## src/rtl/core/gda_pkg.sv

```systemverilog
package gda_pkg;

  typedef enum logic [1:0] {
    OP_VALIDATE = 2'd0,
    OP_ADD      = 2'd1,
    OP_SUB      = 2'd2,
    OP_COMPARE  = 2'd3
  } op_t;

  typedef enum logic [1:0] {
    ORD_EARLIER = 2'd0,
    ORD_EQUAL   = 2'd1,
    ORD_LATER   = 2'd2
  } order_t;

  typedef enum logic [1:0] {
    ST_OK      = 2'd0,
    ST_DEFAULT = 2'd1,
    ST_RANGE   = 2'd2
  } status_t;

  // Configuration register indexes.
  localparam logic [1:0] REG_DEF_MONTH = 2'd0;
  localparam logic [1:0] REG_DEF_DAY   = 2'd1;
  localparam logic [1:0] REG_DEF_YEAR  = 2'd2;

  localparam logic [3:0]  DEF_MONTH_RST = 4'd5;
  localparam logic [4:0]  DEF_DAY_RST   = 5'd11;
  localparam logic [13:0] DEF_YEAR_RST  = 14'd1959;

  // Fliegel-Van Flandern constants.
  localparam int unsigned JDN_EPOCH  = 32075;
  localparam int unsigned YEAR_BIAS  = 4800;
  localparam int unsigned CENT_BIAS  = 4900;
  localparam int unsigned DAYS_4Y    = 1461;
  localparam int unsigned DAYS_400Y  = 146097;
  localparam int unsigned JDN_SHIFT  = 68569;
  localparam int unsigned DOY_BIAS   = 31;
  localparam int unsigned CENT_BASE  = 4900;

  // Day numbers of 0001-01-01 and 9999-12-31, moved by JDN_SHIFT.
  localparam int unsigned JDN_FIRST  = 1721426;
  localparam int unsigned JDN_LAST   = 5373484;
  localparam logic signed [24:0] SHIFTED_FIRST = 25'(JDN_FIRST + JDN_SHIFT);
  localparam logic signed [24:0] SHIFTED_LAST  = 25'(JDN_LAST + JDN_SHIFT);

  localparam logic signed [24:0] DIFF_MAX = 25'sd4194303;
  localparam logic signed [24:0] DIFF_MIN = -25'sd4194304;

  // Reciprocals for the constant divisions. Each shift is chosen so that the
  // largest operand times the divisor stays below two to the shift, which
  // keeps the truncated product equal to the floor quotient.
  localparam int DIV100_SHIFT = 22;
  localparam logic [15:0] DIV100_RECIP =
    16'(((64'd1 << DIV100_SHIFT) + 64'd99) / 64'd100);

  localparam int CYC400_SHIFT = 43;
  localparam logic [25:0] CYC400_RECIP =
    26'(((64'd1 << CYC400_SHIFT) + 64'd146096) / 64'd146097);

  localparam int CYC4_SHIFT = 37;
  localparam logic [28:0] CYC4_RECIP =
    29'(((64'd4000 << CYC4_SHIFT) + 64'd1461000) / 64'd1461001);

  localparam int MON_SHIFT = 22;
  localparam logic [17:0] MON_RECIP =
    18'(((64'd80 << MON_SHIFT) + 64'd2446) / 64'd2447);

  typedef struct packed {
    op_t         op;
    logic [3:0]  month;
    logic [4:0]  day;
    logic [13:0] year;
  } req_ctx_t;

  typedef struct packed {
    logic [24:0] p4y;
    logic [8:0]  q100;
  } jdn_part_t;

  typedef struct packed {
    logic [22:0] diff;
    order_t      order;
  } cmp_t;

  // Month term of the forward conversion, 367 * (m - 2 - 12a) / 12.
  function automatic logic [8:0] month_term(input logic [3:0] m);
    logic [8:0] r;
    case (m)
      4'd0:    r = 9'd305;
      4'd1:    r = 9'd336;
      4'd2:    r = 9'd367;
      4'd3:    r = 9'd30;
      4'd4:    r = 9'd61;
      4'd5:    r = 9'd91;
      4'd6:    r = 9'd122;
      4'd7:    r = 9'd152;
      4'd8:    r = 9'd183;
      4'd9:    r = 9'd214;
      4'd10:   r = 9'd244;
      4'd11:   r = 9'd275;
      4'd12:   r = 9'd305;
      4'd13:   r = 9'd336;
      4'd14:   r = 9'd367;
      default: r = 9'd397;
    endcase
    return r;
  endfunction

  // Days before month index j in the March-based year, 2447 * j / 80.
  function automatic logic [8:0] month_start(input logic [3:0] j);
    logic [8:0] r;
    case (j)
      4'd0:    r = 9'd0;
      4'd1:    r = 9'd30;
      4'd2:    r = 9'd61;
      4'd3:    r = 9'd91;
      4'd4:    r = 9'd122;
      4'd5:    r = 9'd152;
      4'd6:    r = 9'd183;
      4'd7:    r = 9'd214;
      4'd8:    r = 9'd244;
      4'd9:    r = 9'd275;
      4'd10:   r = 9'd305;
      4'd11:   r = 9'd336;
      4'd12:   r = 9'd367;
      4'd13:   r = 9'd397;
      4'd14:   r = 9'd428;
      default: r = 9'd458;
    endcase
    return r;
  endfunction

  // First half of the forward conversion: the two year products.
  function automatic jdn_part_t jdn_front(input logic [3:0] m, input logic [13:0] y);
    logic        early;
    logic [14:0] yb;
    logic [14:0] yc;
    logic [30:0] qp;
    jdn_part_t   r;
    early  = (m <= 4'd2);
    yb     = 15'(y) + 15'(YEAR_BIAS) - 15'(early);
    yc     = 15'(y) + 15'(CENT_BIAS) - 15'(early);
    r.p4y  = 25'(yb) * 25'(DAYS_4Y);
    qp     = 31'(yc) * 31'(DIV100_RECIP);
    r.q100 = 9'(qp >> DIV100_SHIFT);
    return r;
  endfunction

  // Second half: sum of the terms. The result always lies in 0..2^23-1.
  function automatic logic [22:0] jdn_combine(input logic [4:0] d, input logic [3:0] m,
                                              input jdn_part_t p);
    logic [23:0] s;
    s = 24'(d) + 24'(p.p4y[24:2]) + 24'(month_term(m)) - 24'(JDN_EPOCH)
        - 24'((11'(p.q100) * 11'd3) >> 2);
    return s[22:0];
  endfunction

endpackage

```

## src/rtl/core/gregorian_date_arithmetic.sv

```systemverilog
// Gregorian date arithmetic unit based on Julian Day Numbers.
// Requests enter on in_valid/in_ready with an op code and up to two dates and
// a signed day offset; results leave on res_valid/res_ready, one per request,
// in request order. Op 0 validates a date (invalid dates are replaced by the
// default date), ops 1 and 2 add or subtract the offset, op 3 gives the day
// difference and the order of the two dates.
// The datapath is a ten stage pipeline, and one request can be accepted every
// cycle unless every stage is full and res_ready is low. Each stage holds at
// most one request and moves forward when the stage after it is empty or
// moving, so bubbles are squeezed out.
// When res_ready is low the result is held and the stages behind it keep
// filling; in_ready drops only once every stage holds a request.
// The default date is written through cfg_we/cfg_index/cfg_data and should
// only change while no request is in flight. Synchronous reset empties the
// pipeline and restores the default date to May 11, 1959.
module gregorian_date_arithmetic (
  input  logic                   clk,
  input  logic                   rst,
  input  logic                   cfg_we,
  input  logic [1:0]             cfg_index,
  input  logic [13:0]            cfg_data,
  input  logic                   in_valid,
  output logic                   in_ready,
  input  gda_pkg::op_t           op,
  input  logic [3:0]             in_month,
  input  logic [4:0]             in_day,
  input  logic [13:0]            in_year,
  input  logic signed [22:0]     offset_days,
  input  logic [3:0]             other_month,
  input  logic [4:0]             other_day,
  input  logic [13:0]            other_year,
  output logic                   res_valid,
  input  logic                   res_ready,
  output logic [3:0]             res_month,
  output logic [4:0]             res_day,
  output logic [13:0]            res_year,
  output logic signed [22:0]     day_difference,
  output gda_pkg::order_t        order,
  output gda_pkg::status_t       status
);
  import gda_pkg::*;

  localparam int STAGES = 10;

  logic [STAGES-1:0] vld;
  logic [STAGES-1:0] adv;

  logic [3:0]  def_month;
  logic [4:0]  def_day;
  logic [13:0] def_year;

  req_ctx_t ctx [0:STAGES-2];
  cmp_t     cmp [2:STAGES-2];
  logic     rng [3:STAGES-2];

  // Stage 0
  jdn_part_t          part_a, part_b;
  jdn_part_t          part_a_s0, part_b_s0;
  logic signed [22:0] offs_s0;
  logic [3:0]         om_s0;
  logic [4:0]         od_s0;
  // Stage 1
  logic [22:0]        jd_a_s1, jd_b_s1;
  logic signed [22:0] offs_s1;
  // Stage 2
  logic signed [24:0] jd_ext, jd_sel, diff_full;
  cmp_t               cmp_next;
  logic signed [24:0] lsh_s2;
  // Stage 3
  logic [50:0]        n_prod;
  logic [7:0]         n_s3;
  logic [22:0]        lsh_s3;
  // Stage 4
  logic [25:0]        cyc_days, rem_full;
  logic [7:0]         n_s4;
  logic [15:0]        rem_s4;
  // Stage 5
  logic [45:0]        i_prod;
  logic [7:0]         n_s5, yc_s5;
  logic [15:0]        rem_s5;
  // Stage 6
  logic [19:0]        doy_full;
  logic [7:0]         n_s6, yc_s6;
  logic [9:0]         doy_s6;
  // Stage 7
  logic [27:0]        j_prod;
  logic [7:0]         n_s7, yc_s7;
  logic [9:0]         doy_s7;
  logic [3:0]         mj_s7;
  // Stage 8
  logic               late_year;
  logic [9:0]         cd_full;
  logic [15:0]        cy_full;
  logic [3:0]         cm_s8;
  logic [4:0]         cd_s8;
  logic [13:0]        cy_s8;
  // Stage 9
  logic [3:0]         mo_next;
  logic [4:0]         dy_next;
  logic [13:0]        yr_next;
  logic [22:0]        diff_next;
  order_t             ord_next;
  status_t            st_next;

  // ---------------------------------------------------------------------
  // Pipeline control
  // ---------------------------------------------------------------------
  always_comb begin
    adv[STAGES-1] = !vld[STAGES-1] || res_ready;
    for (int k = STAGES - 2; k >= 0; k--) begin
      adv[k] = !vld[k] || adv[k+1];
    end
  end

  always_ff @(posedge clk) begin
    if (rst) begin
      vld <= '0;
    end else begin
      if (adv[0]) begin
        vld[0] <= in_valid;
      end
      for (int k = 1; k < STAGES; k++) begin
        if (adv[k]) begin
          vld[k] <= vld[k-1];
        end
      end
    end
  end

  assign in_ready  = adv[0];
  assign res_valid = vld[STAGES-1];

  // ---------------------------------------------------------------------
  // Default date registers
  // ---------------------------------------------------------------------
  always_ff @(posedge clk) begin
    if (rst) begin
      def_month <= DEF_MONTH_RST;
      def_day   <= DEF_DAY_RST;
      def_year  <= DEF_YEAR_RST;
    end else if (cfg_we) begin
      unique case (cfg_index)
        REG_DEF_MONTH: def_month <= cfg_data[3:0];
        REG_DEF_DAY:   def_day   <= cfg_data[4:0];
        REG_DEF_YEAR:  def_year  <= cfg_data;
        default: ;
      endcase
    end
  end

  // Request context travels along with the datapath.
  always_ff @(posedge clk) begin
    if (adv[0]) begin
      ctx[0] <= '{op: op, month: in_month, day: in_day, year: in_year};
    end
    for (int k = 1; k <= STAGES - 2; k++) begin
      if (adv[k]) begin
        ctx[k] <= ctx[k-1];
      end
    end
    if (adv[2]) begin
      cmp[2] <= cmp_next;
    end
    for (int k = 3; k <= STAGES - 2; k++) begin
      if (adv[k]) begin
        cmp[k] <= cmp[k-1];
      end
    end
    if (adv[3]) begin
      rng[3] <= (lsh_s2 >= SHIFTED_FIRST) && (lsh_s2 <= SHIFTED_LAST);
    end
    for (int k = 4; k <= STAGES - 2; k++) begin
      if (adv[k]) begin
        rng[k] <= rng[k-1];
      end
    end
  end

  // ---------------------------------------------------------------------
  // Stages 0 and 1: date to day number for both dates
  // ---------------------------------------------------------------------
  assign part_a = jdn_front(in_month, in_year);
  assign part_b = jdn_front(other_month, other_year);

  always_ff @(posedge clk) begin
    if (adv[0]) begin
      part_a_s0 <= part_a;
      part_b_s0 <= part_b;
      offs_s0   <= offset_days;
      om_s0     <= other_month;
      od_s0     <= other_day;
    end
    if (adv[1]) begin
      jd_a_s1 <= jdn_combine(ctx[0].day, ctx[0].month, part_a_s0);
      jd_b_s1 <= jdn_combine(od_s0, om_s0, part_b_s0);
      offs_s1 <= offs_s0;
    end
  end

  // ---------------------------------------------------------------------
  // Stage 2: apply the offset, form the difference for compare
  // ---------------------------------------------------------------------
  always_comb begin
    jd_ext = signed'({2'b00, jd_a_s1});
    case (ctx[1].op)
      OP_ADD:  jd_sel = jd_ext + 25'(offs_s1);
      OP_SUB:  jd_sel = jd_ext - 25'(offs_s1);
      default: jd_sel = jd_ext;
    endcase

    diff_full = jd_ext - signed'({2'b00, jd_b_s1});
    if (diff_full > DIFF_MAX) begin
      cmp_next.diff = DIFF_MAX[22:0];
    end else if (diff_full < DIFF_MIN) begin
      cmp_next.diff = DIFF_MIN[22:0];
    end else begin
      cmp_next.diff = diff_full[22:0];
    end
    if (diff_full < 0) begin
      cmp_next.order = ORD_EARLIER;
    end else if (diff_full == 0) begin
      cmp_next.order = ORD_EQUAL;
    end else begin
      cmp_next.order = ORD_LATER;
    end
  end

  always_ff @(posedge clk) begin
    if (adv[2]) begin
      lsh_s2 <= jd_sel + 25'(JDN_SHIFT);
    end
  end

  // ---------------------------------------------------------------------
  // Stages 3 to 8: day number back to a date
  // ---------------------------------------------------------------------
  // Outside the supported span the conversion result is not used, so the
  // datapath below only needs to be exact for day numbers inside it.
  assign n_prod = 51'({lsh_s2[22:0], 2'b00}) * 51'(CYC400_RECIP);

  always_ff @(posedge clk) begin
    if (adv[3]) begin
      n_s3   <= 8'(n_prod >> CYC400_SHIFT);
      lsh_s3 <= lsh_s2[22:0];
    end
  end

  assign cyc_days = 26'(n_s3) * 26'(DAYS_400Y) + 26'd3;
  assign rem_full = 26'(lsh_s3) - (cyc_days >> 2);

  always_ff @(posedge clk) begin
    if (adv[4]) begin
      n_s4   <= n_s3;
      rem_s4 <= rem_full[15:0];
    end
  end

  assign i_prod = 46'(17'(rem_s4) + 17'd1) * 46'(CYC4_RECIP);

  always_ff @(posedge clk) begin
    if (adv[5]) begin
      n_s5   <= n_s4;
      rem_s5 <= rem_s4;
      yc_s5  <= 8'(i_prod >> CYC4_SHIFT);
    end
  end

  assign doy_full = 20'(rem_s5) - ((20'(yc_s5) * 20'(DAYS_4Y)) >> 2) + 20'(DOY_BIAS);

  always_ff @(posedge clk) begin
    if (adv[6]) begin
      n_s6   <= n_s5;
      yc_s6  <= yc_s5;
      doy_s6 <= doy_full[9:0];
    end
  end

  assign j_prod = 28'(doy_s6) * 28'(MON_RECIP);

  always_ff @(posedge clk) begin
    if (adv[7]) begin
      n_s7   <= n_s6;
      yc_s7  <= yc_s6;
      doy_s7 <= doy_s6;
      mj_s7  <= 4'(j_prod >> MON_SHIFT);
    end
  end

  // Month indexes 11 and up are January and February of the next year.
  assign late_year = (mj_s7 >= 4'd11);
  assign cd_full   = doy_s7 - 10'(month_start(mj_s7));
  assign cy_full   = 16'(n_s7) * 16'd100 + 16'(yc_s7) + 16'(late_year) - 16'(CENT_BASE);

  always_ff @(posedge clk) begin
    if (adv[8]) begin
      cm_s8 <= mj_s7 + 4'd2 - (late_year ? 4'd12 : 4'd0);
      cd_s8 <= cd_full[4:0];
      cy_s8 <= cy_full[13:0];
    end
  end

  // ---------------------------------------------------------------------
  // Stage 9: result selection and output register
  // ---------------------------------------------------------------------
  always_comb begin
    mo_next   = ctx[8].month;
    dy_next   = ctx[8].day;
    yr_next   = ctx[8].year;
    diff_next = '0;
    ord_next  = ORD_EARLIER;
    st_next   = ST_OK;
    unique case (ctx[8].op) inside
      OP_VALIDATE: begin
        // A date is valid when its day number is in range and the round trip returns it unchanged.
        if (!(rng[8] && cm_s8 == ctx[8].month && cd_s8 == ctx[8].day &&
              cy_s8 == ctx[8].year)) begin
          mo_next = def_month;
          dy_next = def_day;
          yr_next = def_year;
          st_next = ST_DEFAULT;
        end
      end
      OP_ADD, OP_SUB: begin
        if (rng[8]) begin
          mo_next = cm_s8;
          dy_next = cd_s8;
          yr_next = cy_s8;
        end else begin
          st_next = ST_RANGE;
        end
      end
      OP_COMPARE: begin
        diff_next = cmp[8].diff;
        ord_next  = cmp[8].order;
      end
    endcase
  end

  always_ff @(posedge clk) begin
    if (adv[9]) begin
      res_month      <= mo_next;
      res_day        <= dy_next;
      res_year       <= yr_next;
      day_difference <= signed'(diff_next);
      order          <= ord_next;
      status         <= st_next;
    end
  end

endmodule

```

## config.mk

```make
export PLATFORM = sky130hd
export DESIGN_NAME = gregorian_date_arithmetic
export DESIGN_NICKNAME = d
export VERILOG_FILES = /design/src/rtl/core/gda_pkg.sv /design/src/rtl/core/gregorian_date_arithmetic.sv
export SDC_FILE = /design/constraint.sdc
export NUM_CORES = 2
export LEC_CHECK = 0
export BUFFER_PORTS_ARGS = -buffer_cell sky130_fd_sc_hd__buf_4
export CAP_MARGIN = 20
export CORE_MARGIN = 10
export CORE_UTILIZATION = 65
export DETAILED_ROUTE_END_ITERATION = 8
export PLACE_DENSITY = 0.82
export SYNTH_ARGS = -nofsm -noshare
export SYNTH_HDL_FRONTEND = slang
export SYNTH_SLANG_ARGS = --single-unit
export TNS_END_PERCENT = 1
```

## constraint.sdc

```tcl
create_clock -name clk -period 23.4 [get_ports clk]
set_clock_uncertainty 0.1 [all_clocks]
set_input_delay 1.17 -clock clk [delete_from_list [all_inputs] [get_ports clk]]
set_output_delay 1.17 -clock clk [all_outputs]
set_load 0.01 [all_outputs]
```

==> summary.md <==
| Metric | Value |
|---|---|
| Status | completed |
| Die area | 128000 sq um |
| Port bufs | 143 |
| TritonCTS buffer count | 86 |
| Area leader, netlist | edfxtp_1 |
| Placed cells | 7969 |
| Total congestion overflow | 0 |
| Slew @ Worst Pin | 1.08 ns |
| Register area share after synthesis | 33.5% |
| Clk buf depth | 3 |
| Largest fanout on the critical path | 5 |
| CP Data Required Time | 23.71 ns |
| Synth Flop Type | edfxtp_1 |
| Worst Hold Depth | 0 |
| Hold Path Origin | ctx[0][73] |
| # nets final | 8652 |
| Worst stage delay on the critical path | 0.54 ns |
| Slew margin rel. | 27.4% |
| Worst path most repeated cell | inv_1 |
| Antenna violations before repair | 4 |
| Cells after synthesis | 6353 |
| Total of max-cap violations | 0 |
| Synth area leaders | edfxtp_1 32%, fa_1 21%, ha_1 21%, inv_1 7.8%, xnor2_1 3.1% |
| Fin Setup TNS | 0 ns |
| Ys Warns | 0 |
| Synth top area share | 32.2% |
| IO Pins | 144 |
| Row count | 123 |
| CTS tree | done |
| Post_cts resized | 0 |
| Detailed Routing Iterations Pass 1 | 9 |
| Die width | 358 um |
| Slowest-stage cell, CP | a211oi_1 |
| Detailed router's first-iteration violation count | 3221 |
| CP startpoint kind | primary input |
| CTS HTree Levels | 3 |
| First-pass GRT wire length | 264000 um |
| Dpl hpwl | 132000 um |
| Cell area after synthesis | 74100 sq um |
| Worst r2r src | rem_s4[0] |
| CP arrival | 9.63 ns |
| Non-Filler Instances | 8135 |
| RSZ-0062 raised after global routing | false |
| Worst reg2reg setup slack | 14.42 ns |
| Pin count of the biggest net entering global routing | 92 |
| WHS Endpoint | ctx[0][98] |
| Initial Util | 65.7% |
| Avg WL per Cell | 20.3 um |
| Worst Hold Class | reg -> reg |
| Hold violation total from the final report | 0 |
| Slew Limit Fails | 0 |
| DRC viols | 0 |
| Antenna violation net count after detailed routing | 0 |
| Post CTS Setup Buffer Count | 0 |
| Cts-stage hold buffer count | 0 |
| Minimum clock period | 9.31 ns |
| Total core area | 113000 sq um |
| Clock Sinks | 841 |
| CP endpoint kind | register |
| Post-synth ARST share | 0% |
| Root buf cell | clkbuf_16 |
| Clk slew on worst S/H paths | 0.06 ns |
| Setup CP Type | in -> reg |
| Tcrit/Tclk final | 39.8% |
| Vias after detailed routing | 45800 |
| Post-synthesis register bit count | 841 |
| Syn_nets | 8446 |
| Routed vias/inst | 5.63 |
| Worst reg2reg path depth | 25 |
| Syn-to-layout area delta | 8.00% |
| Most frequent cell after synthesis | inv_1 |
| Share of cells above drive strength 1 | 5.23% |
| Setup violators final | 0 |
| Die Height | 358 um |
| Count of cell types in the netlist | 88 |
| Clock Latency Late Sink | 0.67 ns |
| Routability Congestion | 0.955 |
| Top post-synthesis cells by count | 1530 x inv_1, 1231 x ha_1, 794 x edfxtp_1 |
| Vias in the first global route | 49000 |
| RR Endpoint | yc_s5[7] |
| WL final | 165000 um |
| Post-synth EDFFs | 794 |
| Total Routing Usage GR | 26.3% |
| Syn_area_per_cell | 11.7 sq um |
| Max Clock Freq | 0.107 GHz |
==> per-layer routing <==
metal	vias to the layer above	share of wire, %	GRT usage [%]
met3	326	5.7	3.57
met5	-	0	0
met2	1390	50	45.5
li1	21500	-	-
met4	0	3.8	9.10
met1	22600	41	34.0
==> worst max-delay path: cells and delay by family <==
kind	cells	cell delay, ns
adders and majority gates	9	3.25
xor gates and xnor gates	2	0.63
buffers and inverters	8	0.61
AOI/OAI and AO/OA	10	2.64
and+or+nand+nor	8	1.30
==> cell usage in the layout (no fill, tap or decap), drive strengths merged, types with 34 or more instances in the layout <==
cell type	synthesis	layout
edfxtp	794	794
o21ai	128	128
o21a	38	38
and2	48	48
dfxtp	47	47
clkbuf	40	99
a21oi	246	246
nor2	215	215
nand3	56	56
xnor2	264	264
o21bai	47	47
nand2	141	141
buf	5	163
ha	1231	1231
nor3	66	66
nand3b	34	34
a21o	102	102
inv	1530	1537
xor2	121	121
nor2b	37	37
fa	770	770
clkinv	1	43
==> through the flow <==
step	hold WS [ns]	setup slack (ns)	utilization (%)	cell area, sq um
final	0.282	14.09	70.9	80000
after global routing	0.293	13.61	70.9	80000
after CTS	0.280	14.14	70.9	80000
after detailed placement	0.305	13.45	68.3	77000
after global placement	0.300	13.64	68.3	77000
after floorplan	0.300	11.67	-	74100
==> flip-flops by register name (all words and copies together) (netlist names), 23 cells and up, named ones only <==
register        flops
cmp               175
offs_s1            23
jd_b_s1            23
part_b_s0          32
offs_s0            23
lsh_s2             25
day_difference     23
jd_a_s1            23
part_a_s0          32
ctx               225
==> cell type report <==
cell class	count	area [sq um]
clock buffer	99	2220
sequential	841	24800
clock inverter	62	694
fill	7689	32800
multi-input combinational	3936	43400
antenna	3	7.51
tap	1500	1880
timing repair buffer	163	1260
inverter	1531	5750
==> kinds of logic after synthesis <==
family,Yosys count,share of synthesized area [%]
AND/OR/NAND/NOR,752,5.11
flip-flops,841,33.5
AO/OA/AOI/OAI,751,6.61
multiplexers,31,0.468
XOR/XNOR,385,4.55
buffers and inverters,1576,8.00
adder cells (fa/ha/maj),2017,41.8
==> worst max path at each step <==
stage / startpoint / to / depth (start not counted)
final: other_month[0] / part_b_s0[8] / 37
after global routing: other_month[0] / part_b_s0[8] / 37
after CTS: other_month[0] / part_b_s0[8] / 37
after detailed placement: other_month[0] / part_b_s0[8] / 37
after global placement: other_month[0] / part_b_s0[8] / 37
after floorplan: res_ready / register / 11
Power is not shown: default switching activity piles up to over one toggle a cycle in this logic, so the estimate is an artifact.
